$ cat src/rtl/pqsm_pkg.sv
// Package: shared types and constants for the priority queue with service match.
package pqsm_pkg;

  localparam logic [3:0] UNIT_LIMIT_RESET = 4'd10;

  typedef enum logic [1:0] {
    KIND_ENQUEUE  = 2'd0,
    KIND_DISPATCH = 2'd1,
    KIND_COMPLETE = 2'd2,
    KIND_NONE     = 2'd3
  } kind_t;

  typedef enum logic [1:0] {
    ST_DONE    = 2'd0,
    ST_FULL    = 2'd1,
    ST_NOMATCH = 2'd2,
    ST_NOOP    = 2'd3
  } status_t;

  typedef struct packed {
    logic [7:0] tag;
    logic [3:0] prio;
    logic [4:0] mask;
  } job_t;

  typedef struct packed {
    logic [1:0] kind;
    logic [7:0] job_tag;
    logic [3:0] job_priority;
    logic [4:0] service_mask;
    logic [2:0] service_id;
  } req_t;

  typedef struct packed {
    logic [1:0] status;
    logic [7:0] out_tag;
    logic [3:0] out_priority;
    logic [4:0] out_mask;
    logic [3:0] units_left;
    logic [4:0] queue_count;
  } rsp_t;

  typedef struct packed {
    logic       enq;
    logic       deq;
    job_t       new_job;
    logic [4:0] svc_sel;
  } cell_ctl_t;

  typedef struct packed {
    logic       dec;
    logic       inc;
    logic [2:0] svc;
  } units_ctl_t;

endpackage

$ cat src/rtl/priority_queue_service_match.sv
// Top level: stable priority job queue with per-service match dispatch.
//
//   channel  direction  payload  handshake
//   req      in         req_t    req_valid / req_ready
//   rsp      out        rsp_t    rsp_valid / rsp_ready
//   cfg      in         [3:0]    cfg_valid / cfg_ready (always ready)
//
// Each request is registered first; then the cell row inserts or removes and
// the response register loads.
// The match search ripples combinationally through the row of QUEUE_DEPTH cells.
// A waiting response holds the request register; req_ready drops until it drains.
// Reset clears the job count and loads every service with 10 units.
module priority_queue_service_match
  import pqsm_pkg::*;
#(
  parameter int QUEUE_DEPTH   = 16,
  parameter int SERVICE_TYPES = 5
) (
  input  logic       clk,
  input  logic       rst,
  input  logic       req_valid,
  output logic       req_ready,
  input  req_t       req,
  output logic       rsp_valid,
  input  logic       rsp_ready,
  output rsp_t       rsp,
  input  logic       cfg_valid,
  output logic       cfg_ready,
  input  logic [3:0] cfg_data
);

  localparam int CW = $clog2(QUEUE_DEPTH + 1);
  localparam logic [4:0] SVC_LIM = 5'(SERVICE_TYPES);

  req_t            cmd;
  logic            cmd_valid;
  logic            fire;
  logic [3:0]      unit_limit;
  logic [CW-1:0]   count;
  logic [CW-1:0]   count_next;
  logic            full;
  logic            svc_ok;
  logic            is_enq;
  logic            is_disp;
  logic            is_comp;
  cell_ctl_t       cctl;
  units_ctl_t      uctl;
  logic [3:0]      level;
  rsp_t            rsp_next;

  job_t            cell_job  [QUEUE_DEPTH];
  job_t            left_job  [QUEUE_DEPTH];
  job_t            right_job [QUEUE_DEPTH];
  logic            go_chain    [QUEUE_DEPTH+1];
  logic            found_chain [QUEUE_DEPTH+1];
  job_t            carry_chain [QUEUE_DEPTH+1];

  assign req_ready = !cmd_valid;
  assign cfg_ready = 1'b1;
  assign fire      = cmd_valid && (!rsp_valid || rsp_ready);

  always_ff @(posedge clk) begin
    if (rst) begin
      unit_limit <= UNIT_LIMIT_RESET;
    end else if (cfg_valid) begin
      unit_limit <= cfg_data;
    end
  end

  always_ff @(posedge clk) begin
    if (rst) begin
      cmd_valid <= 1'b0;
    end else if (req_valid && req_ready) begin
      cmd_valid <= 1'b1;
    end else if (fire) begin
      cmd_valid <= 1'b0;
    end
  end

  always_ff @(posedge clk) begin
    if (req_valid && req_ready) begin
      cmd <= req;
    end
  end

  assign full    = (count == CW'(QUEUE_DEPTH));
  assign svc_ok  = ({2'b00, cmd.service_id} < SVC_LIM);
  assign is_enq  = (cmd.kind == KIND_ENQUEUE);
  assign is_disp = (cmd.kind == KIND_DISPATCH) && svc_ok;
  assign is_comp = (cmd.kind == KIND_COMPLETE) && svc_ok;

  assign cctl.enq          = fire && is_enq && !full;
  assign cctl.deq          = fire && is_disp;
  assign cctl.new_job.tag  = cmd.job_tag;
  assign cctl.new_job.prio = cmd.job_priority;
  assign cctl.new_job.mask = cmd.service_mask;
  assign cctl.svc_sel      = 5'd1 << cmd.service_id;

  assign go_chain[0]    = 1'b0;
  assign found_chain[0] = 1'b0;
  assign carry_chain[0] = '0;

  for (genvar i = 0; i < QUEUE_DEPTH; i++) begin : g_cell
    if (i == 0) begin : g_first
      assign left_job[i] = cell_job[i];
    end else begin : g_mid_l
      assign left_job[i] = cell_job[i-1];
    end
    if (i == QUEUE_DEPTH - 1) begin : g_last
      assign right_job[i] = cell_job[i];
    end else begin : g_mid_r
      assign right_job[i] = cell_job[i+1];
    end

    pqsm_cell u_cell (
      .clk       (clk),
      .ctl       (cctl),
      .occupied  (count > CW'(i)),
      .left_job  (left_job[i]),
      .right_job (right_job[i]),
      .left_go   (go_chain[i]),
      .found_in  (found_chain[i]),
      .carry_in  (carry_chain[i]),
      .job       (cell_job[i]),
      .go        (go_chain[i+1]),
      .found_out (found_chain[i+1]),
      .carry_out (carry_chain[i+1])
    );
  end

  assign uctl.dec = fire && is_disp && found_chain[QUEUE_DEPTH];
  assign uctl.inc = fire && is_comp;
  assign uctl.svc = cmd.service_id;

  pqsm_units #(
    .SERVICE_TYPES (SERVICE_TYPES)
  ) u_units (
    .clk        (clk),
    .rst        (rst),
    .unit_limit (unit_limit),
    .ctl        (uctl),
    .level      (level)
  );

  always_comb begin
    count_next = count;
    rsp_next   = '0;
    unique case (cmd.kind)
      KIND_ENQUEUE: begin
        if (full) begin
          rsp_next.status = ST_FULL;
        end else begin
          rsp_next.status = ST_DONE;
          count_next      = count + CW'(1);
        end
      end
      KIND_DISPATCH: begin
        if (!svc_ok) begin
          rsp_next.status = ST_NOOP;
        end else if (found_chain[QUEUE_DEPTH]) begin
          rsp_next.status       = ST_DONE;
          rsp_next.out_tag      = carry_chain[QUEUE_DEPTH].tag;
          rsp_next.out_priority = carry_chain[QUEUE_DEPTH].prio;
          rsp_next.out_mask     = carry_chain[QUEUE_DEPTH].mask;
          rsp_next.units_left   = level;
          count_next            = count - CW'(1);
        end else begin
          rsp_next.status     = ST_NOMATCH;
          rsp_next.units_left = level;
        end
      end
      KIND_COMPLETE: begin
        if (svc_ok) begin
          rsp_next.status     = ST_DONE;
          rsp_next.units_left = level;
        end else begin
          rsp_next.status = ST_NOOP;
        end
      end
      default: begin
        rsp_next.status = ST_NOOP;
      end
    endcase
    rsp_next.queue_count = 5'(count_next);
  end

  always_ff @(posedge clk) begin
    if (rst) begin
      count     <= '0;
      rsp_valid <= 1'b0;
    end else if (fire) begin
      count     <= count_next;
      rsp_valid <= 1'b1;
    end else if (rsp_ready) begin
      rsp_valid <= 1'b0;
    end
  end

  always_ff @(posedge clk) begin
    if (fire) begin
      rsp <= rsp_next;
    end
  end

endmodule

$ cat src/rtl/pqsm_cell.sv
// One queue slot: holds a job and shifts it for insert or removal.
module pqsm_cell
  import pqsm_pkg::*;
(
  input  logic      clk,
  input  cell_ctl_t ctl,
  input  logic      occupied,
  input  job_t      left_job,
  input  job_t      right_job,
  input  logic      left_go,
  input  logic      found_in,
  input  job_t      carry_in,
  output job_t      job,
  output logic      go,
  output logic      found_out,
  output job_t      carry_out
);

  logic hit;

  assign go        = !occupied || (job.prio < ctl.new_job.prio);
  assign hit       = occupied && (|(job.mask & ctl.svc_sel));
  assign found_out = found_in || hit;
  assign carry_out = found_in ? carry_in : job;

  always_ff @(posedge clk) begin
    if (ctl.enq) begin
      if (left_go) begin
        job <= left_job;
      end else if (go) begin
        job <= ctl.new_job;
      end
    end else if (ctl.deq && found_out) begin
      job <= right_job;
    end
  end

endmodule

$ cat src/rtl/pqsm_units.sv
// Per-service unit counters with saturating take and return.
module pqsm_units
  import pqsm_pkg::*;
#(
  parameter int SERVICE_TYPES = 5
) (
  input  logic       clk,
  input  logic       rst,
  input  logic [3:0] unit_limit,
  input  units_ctl_t ctl,
  output logic [3:0] level
);

  logic [3:0] units [SERVICE_TYPES];
  logic [3:0] cur;
  logic [SERVICE_TYPES-1:0] sel;

  always_comb begin
    cur = '0;
    for (int s = 0; s < SERVICE_TYPES; s++) begin
      sel[s] = ({1'b0, ctl.svc} == 4'(s));
      if (sel[s]) begin
        cur = units[s];
      end
    end
    if (ctl.dec) begin
      level = (cur != 4'd0) ? cur - 4'd1 : cur;
    end else if (ctl.inc) begin
      level = (cur < unit_limit) ? cur + 4'd1 : cur;
    end else begin
      level = cur;
    end
  end

  always_ff @(posedge clk) begin
    for (int s = 0; s < SERVICE_TYPES; s++) begin
      if (rst) begin
        units[s] <= UNIT_LIMIT_RESET;
      end else if (sel[s] && (ctl.dec || ctl.inc)) begin
        units[s] <= level;
      end
    end
  end

endmodule

$ cat config.mk
export PLATFORM = sky130hd
export DESIGN_NAME = priority_queue_service_match
export DESIGN_NICKNAME = d
export VERILOG_FILES = /design/src/rtl/pqsm_pkg.sv /design/src/rtl/priority_queue_service_match.sv /design/src/rtl/pqsm_cell.sv /design/src/rtl/pqsm_units.sv
export SDC_FILE = /design/constraint.sdc
export NUM_CORES = 1
export LEC_CHECK = 0
export ABC_AREA = 1
export BUFFER_PORTS_ARGS = -buffer_cell sky130_fd_sc_hd__buf_2
export CAP_MARGIN = 20
export CORE_ASPECT_RATIO = 1.5
export CORE_MARGIN = 2
export CORE_UTILIZATION = 50
export DETAILED_ROUTE_END_ITERATION = 16
export GPL_TIMING_DRIVEN = 0
export HOLD_SLACK_MARGIN = 0.05
export PLACE_DENSITY = 0.71
export SYNTH_ARGS = -nofsm -noshare
export SYNTH_HDL_FRONTEND = slang
export SYNTH_HIERARCHICAL = 1
export SYNTH_SLANG_ARGS = --single-unit
$ cat constraint.sdc
create_clock -name clk -period 8.7 [get_ports clk]
set_input_delay 0.435 -clock clk [delete_from_list [all_inputs] [get_ports clk]]
set_output_delay 0.435 -clock clk [all_outputs]
set_load 0.05 [all_outputs]
# ---- After elaboration in Yosys (flattened, before gate mapping)
# Memory sizes are Yosys's and may differ from the RTL's.
# Index checks and enable logic that the tools add are counted.
dict set report word_totals {
  reg_bits 333
  ramBits 20
  output_inout_bits 31
  mem_count 1
}
# memory words width rd rd_ports_with_merged_regs wr line_no
set memory_table {}
lappend memory_table {u_units.units 5 4 5 0 5 pqsm_units.sv:14} ;# logic [3:0] units [SERVICE_TYPES];
dict set report classes {
  add_sub_neg 4
  order_cmp 34
  eq_ne 22
  shift 1
  n_mux 123
  bitwise 21
  n_reduce_logical 151
}
# operator n
set op_table {}
lappend op_table {{$mux W17} 76}
lappend op_table {{$and A5 B5 Y5} 16}
lappend op_table {{$reduce_or A5 Y1} 16}
lappend op_table {{$lt A4 B4 Y1} 17}
lappend op_table {{$mux W4} 16}
lappend op_table {{$logic_and A1 B1 Y1} 45}
lappend op_table {{$ne A3 B1 Y1 const B} 14}
lappend op_table {{$gt A5 B4 Y1 const B} 8}
lappend op_table {{$reduce_bool A2 Y1} 18}
lappend op_table {{$logic_or A1 B1 Y1} 33}
lappend op_table {{$reduce_and A2 Y1} 16}
lappend op_table {{$mux W1} 22}
lappend op_table {{$gt A5 B3 Y1 const B} 4}
lappend op_table {{$logic_not A1 Y1} 19}
lappend op_table {{$mux W5} 3}
lappend op_table {{$gt A5 B1 Y1 const B} 2}
lappend op_table {{$gt A5 B2 Y1 const B} 2}
lappend op_table {{$pmux W5 S2} 1}
lappend op_table {{$pmux W4 S2} 1}
lappend op_table {{$eq A3 B2 Y1 const B} 2}
lappend op_table {{$mux W2} 3}
lappend op_table {{$pmux W2 S3} 1}
lappend op_table {{$add A5 B1 Y5 const B} 1}
lappend op_table {{$eq A5 B5 Y1 const B} 1}
lappend op_table {{other kinds (15)} 19}

# ---- Longest topological paths before layout
dict set report logic_depth {
  ltp_word 26
  ltp_mapped 63
  depth_no_buf 46
}

# ---- Modules after synthesis
# Netlist, hierarchy kept.
# module n_inst cells_per_inst area_each_um2 seq_area_each_um2
set modules_own_cells {}
lappend modules_own_cells {pqsm_cell 16 177 1328.8 510.5}
lappend modules_own_cells {priority_queue_service_match 1 282 2885.3 1721.7}
lappend modules_own_cells {pqsm_units 1 164 1297.5 600.6}

# ---- Least setup slack after synthesis
# No wires, ideal clock.
dict set report synth_path {
  path_kind {reg-to-reg}
  startpoint {reg cmd[1] in the netlist's numbering}
  endpoint {mem u_units.units[3][1] (data pin)}
  setup_time_ps 271
  arrival_time_ps 6984
  required_ps 8429
  path_slack_ps 1445
  path_stages_with_launch 61
  path_buffers 17
  cell_sequence {edfxtp_1 -> inv_1 -> nor3_1 -> nand2_1 -> nand3_1 -> o21ai_0 -> nand2_1 -> buf_6 -> inv_4 -> nand2_1 -> buf_6 -> inv_4 -> nand2_1 -> buf_6 -> inv_4 -> nand2_1 -> buf_6 -> inv_4 -> [25 not listed] -> buf_6 -> inv_4 -> nand2_1 -> buf_6 -> inv_4 -> nand2_1 -> buf_6 -> inv_4 -> nand2_1 -> buf_2 -> nand3_2 -> buf_6 -> nor2_1 -> inv_1 -> nand2_1 -> nand2_1 -> nor2_1 -> nand3_1}
}
# element line_no
set synth_rtl {}
lappend synth_rtl {{from (decl)} priority_queue_service_match.sv:35} ;# req_t cmd;
lappend synth_rtl {{from (signal assigned)} priority_queue_service_match.sv:82} ;# cmd <= req;
lappend synth_rtl {{to (decl)} pqsm_units.sv:14}

==> summary.md <==
| Metric | Value |
|---|---|
| Run status | `completed` |
| CTS Root Cell | `clkbuf_16` |
| Mux cell area share after synthesis | `0` |
| Hold Path Class | `in -> reg` |
| Share of layout cells above drive strength 1 | `0.219` |
| # Max-Cap Violations | `0` |
| Synth top area cells | `edfxtp_1 (40%), nand2_1 (21%), o21ai_2 (5.5%)` |
| Leakage power | `~0.013 uW` |
| H-tree depth | `2` |
| Final cycle utilization of the critical path | `0.940` |
| Worst slew margin | `0.199` |
| Layout fillers | `4,636` |
| Via count | `22,926` |
| Sequential share of the synthesized area | `0.412` |
| CTS clk-pin slew, worst paths | `approximately 0.070 ns` |
| Setup_tns | `0 ns` |
| Area leader, netlist | `edfxtp_1` |
| Synth Area in Simple Gates | `0.297` |
| F_max | `roughly 120 MHz` |
| Most used cell, CP | `nand2_1` |
| Core Box Area | `0.0504 sq mm` |
| Gr ovfl total | `0` |
| Largest family of logic cells by synthesized area | `simple AND/OR/NAND/NOR gates` |
| Fin nets | `3,547` |
| Crit path max-delay family | `buffers and inverters` |
| Area after DPL | `approximately 0.027 sq mm` |
| Post-DRT Antenna Nets | `0` |
| Final setup viols | `0` |
| Min cycle time layout | `8.18 ns` |
| Cell area after synthesis | `between 0.02 and 0.03 sq mm` |
| Wirelength per Cell | `slightly below 20 microns` |
| Worst slew pin tran | `about 1.2 ns` |
| YS warnings | `6` |
| Post-synth top flop | `edfxtp_1` |
| Power Dens Cells | `between 150 and 200 mW/mm^2` |
| Compound-Gate Fraction of Synth Area | `0.155` |
| CP Max Fanout | `10` |
| Slowest cell on crit path | `edfxtp_1` |
| Horiz. Die Dim | `188 microns` |
| Critical Path End Type | `flip-flop` |
| CTS Buffer Depth | `3` |
| WL final | `roughly 81 mm` |
| TritonCTS sink count | `353` |
| # rows | `101` |
| Post-synth cell types | `41` |
| Initial antenna violation count | `0` |
| Synth async-reset ratio | `0` |
| First-pass GRT wire length | `124 mm` |
| DRC errors left | `0` |
| Area Overhead vs Synth | `13.5%` |
| Drt pass-1 iters | `6` |
| Number of DRC markers in iteration 0 | `1,915` |
| Synth Instances | `3,278` |
| Worst vdd ir | `0.130 mV` |
| RSZ-0062 raised after global routing | `false` |
| Vias in the first global route | `22,893` |
| CTS tree | `yes` |
| CP Launch Type | `flip-flop` |
| GPL Wtd Cong | `between 0.8 and 0.9` |
| Die Height | `280 microns` |
| Pin count of the biggest net entering global routing | `30` |
| GRT Total Usage | `0.301` |
| CP required | `approximately 9 ns` |
| Seq cells post-synth | `~350` |
| Worst EP arrival | `8.49 ns` |
| Starting Density | `0.505` |
| Worst skew pair latency | `about 0.57 ns` |
| Max-slew violations | `0` |
| Total chip power | `4860 uW` |
| Clock skew | `about 0.032 ns` |
| CP bufs+invs | `36` |
| CTS Buf Count | `38` |
| Die area | `0.0527 sq mm` |
| CP max stage delay | `0.53 ns` |
| Port Buffers | `60` |
| Synth top area share | `0.404` |
| EDFF count, synth | `~340` |
| I/O pins | `62` |
| Post-synthesis average cell area | `7.76 sq um` |
| Synth Area in Adders | `0.0310` |
| CP Class | `reg -> reg` |
| Final hold violation count | `0` |
| Xor and xnor fraction of the mapped netlist area | `0.00103` |
| Post-DP HPWL | `61.3 mm` |
| Post-route cell area | `0.0289 sq mm` |
| Via/cell ratio | `5.52` |
==> synthesized netlist by cell type, types with 2 or more instances <==
cell	instances
nor2_2	163
inv_1	164
o21a_1	2
xnor2_1	2
nand2_2	22
o21ai_2	161
nand2_4	2
nand3_4	2
o21bai_1	2
nand3_2	5
inv_8	16
inv_2	9
nand4_1	8
buf_12	16
buf_6	68
conb_1	2
nand2_1	1397
nand3_1	48
o21ai_1	160
a21oi_1	25
nor2_1	183
dfxtp_1	11
nor3_1	5
a21oi_2	18
inv_4	33
nor2_4	2
o211ai_2	3
buf_4	67
ha_1	63
edfxtp_1	342
o21ai_0	267
==> path summary, 6_finish.rpt <==
check                                   start            end  slack [ns]  cells past startpoint
worst max-delay path                   cmd[1]         rsp[8]        0.52                     63
worst min-delay path                  req[11]       cctl[13]        0.07                      1
worst max register to register         cmd[1]         rsp[8]        0.52                     63
worst min register to register  unit_limit[3]  unit_limit[3]        0.46                      2
==> placed cells by master (no fill, tap or decap), drive strengths merged, types with 2 or more instances in the layout <==
| master | count |
|---|---|
| nand3 | 55 |
| inv | 222 |
| clkinv | 15 |
| nor3 | 6 |
| dlygate4sd3 | 18 |
| conb | 20 |
| nand2 | 1421 |
| dfxtp | 11 |
| ha | 63 |
| o21bai | 2 |
| o21a | 2 |
| bufinv | 7 |
| o21ai | 589 |
| clkbuf | 46 |
| a21oi | 43 |
| nand4 | 8 |
| o211ai | 3 |
| xnor2 | 2 |
| buf | 251 |
| edfxtp | 342 |
| clkinvlp | 3 |
| nor2 | 348 |
==> layer usage <==
metal,track usage,share of wire,vias to the layer above
li1,-,-,11030
met1,0.299,0.34,10593
met2,0.584,0.54,951
met3,0.0410,0.051,352
met4,0.189,0.065,0
met5,0,0,-
==> final cells by class <==
cell class	instances	area, sq um	share of cell area
tap	669	837	0.0290
sequential	353	10500	0.363
clock inverter	24	317	0.0110
multi-input combinational	2567	12500	0.432
antenna	1	2.50	0.0000866
timing repair buffer	117	1120	0.0389
inverter	223	1040	0.0360
clock buffer	45	1010	0.0349
buffer	153	1600	0.0553
==> stage by stage <==
step	std cells	hold slack, ns	util	setup slack [ns]
6_report	4152	0.0689	0.573	0.524
5_1_grt	4151	0.0545	0.573	0.0378
4_1_cts	4130	0.0501	0.567	0.0116
3_5_place_dp	4041	0.452	0.536	-0.161
3_3_place_gp	4025	0.451	0.528	-1.12
2_1_floorplan	3296	0.429	-	1.44
==> state kept, by name, summed over array words and instances, names as in the netlist, 4 cells and up <==
| register | count |
|---|---|
| cctl | 17 |
| cmd | 5 |
| count | 5 |
| g_cell.u_cell/job | 272 |
| rsp | 28 |
| u_units/units | 20 |
| unit_limit | 4 |
==> power by group <==
group | internal [uW] | switching [uW]
Combinational | 361 | 686
Sequential | 1950 | 90.1
Clock | 1040 | 732
Total | 3350 | 1510
==> worst register-to-register path: cells and delay by family (launching register included) <==
family                 cells  cell delay (ns)
and+or+nand+nor           25             2.42
DFF                        1             0.53
AOI/OAI and AO/OA          2             0.29
buffers and inverters     36             4.68
==> cell families after synthesis <==
| group | count (synthesis) |
|---|---|
| AOI/OAI and AO/OA | 643 |
| and+or+nand+nor | 1838 |
| adders and majority gates | 63 |
| xor gates and xnor gates | 3 |
| buffers and inverters | 376 |
| DFF | 353 |
| other | 2 |
==> timing repair <==
action	CTS	global route
hold endpoints to repair	18	0
pin swaps	0	6
setup endpoints to repair	44	44
resized for setup	6	11
hold buffers	18	0
buffers inserted	2	12
(Power assumes the default switching activity.)
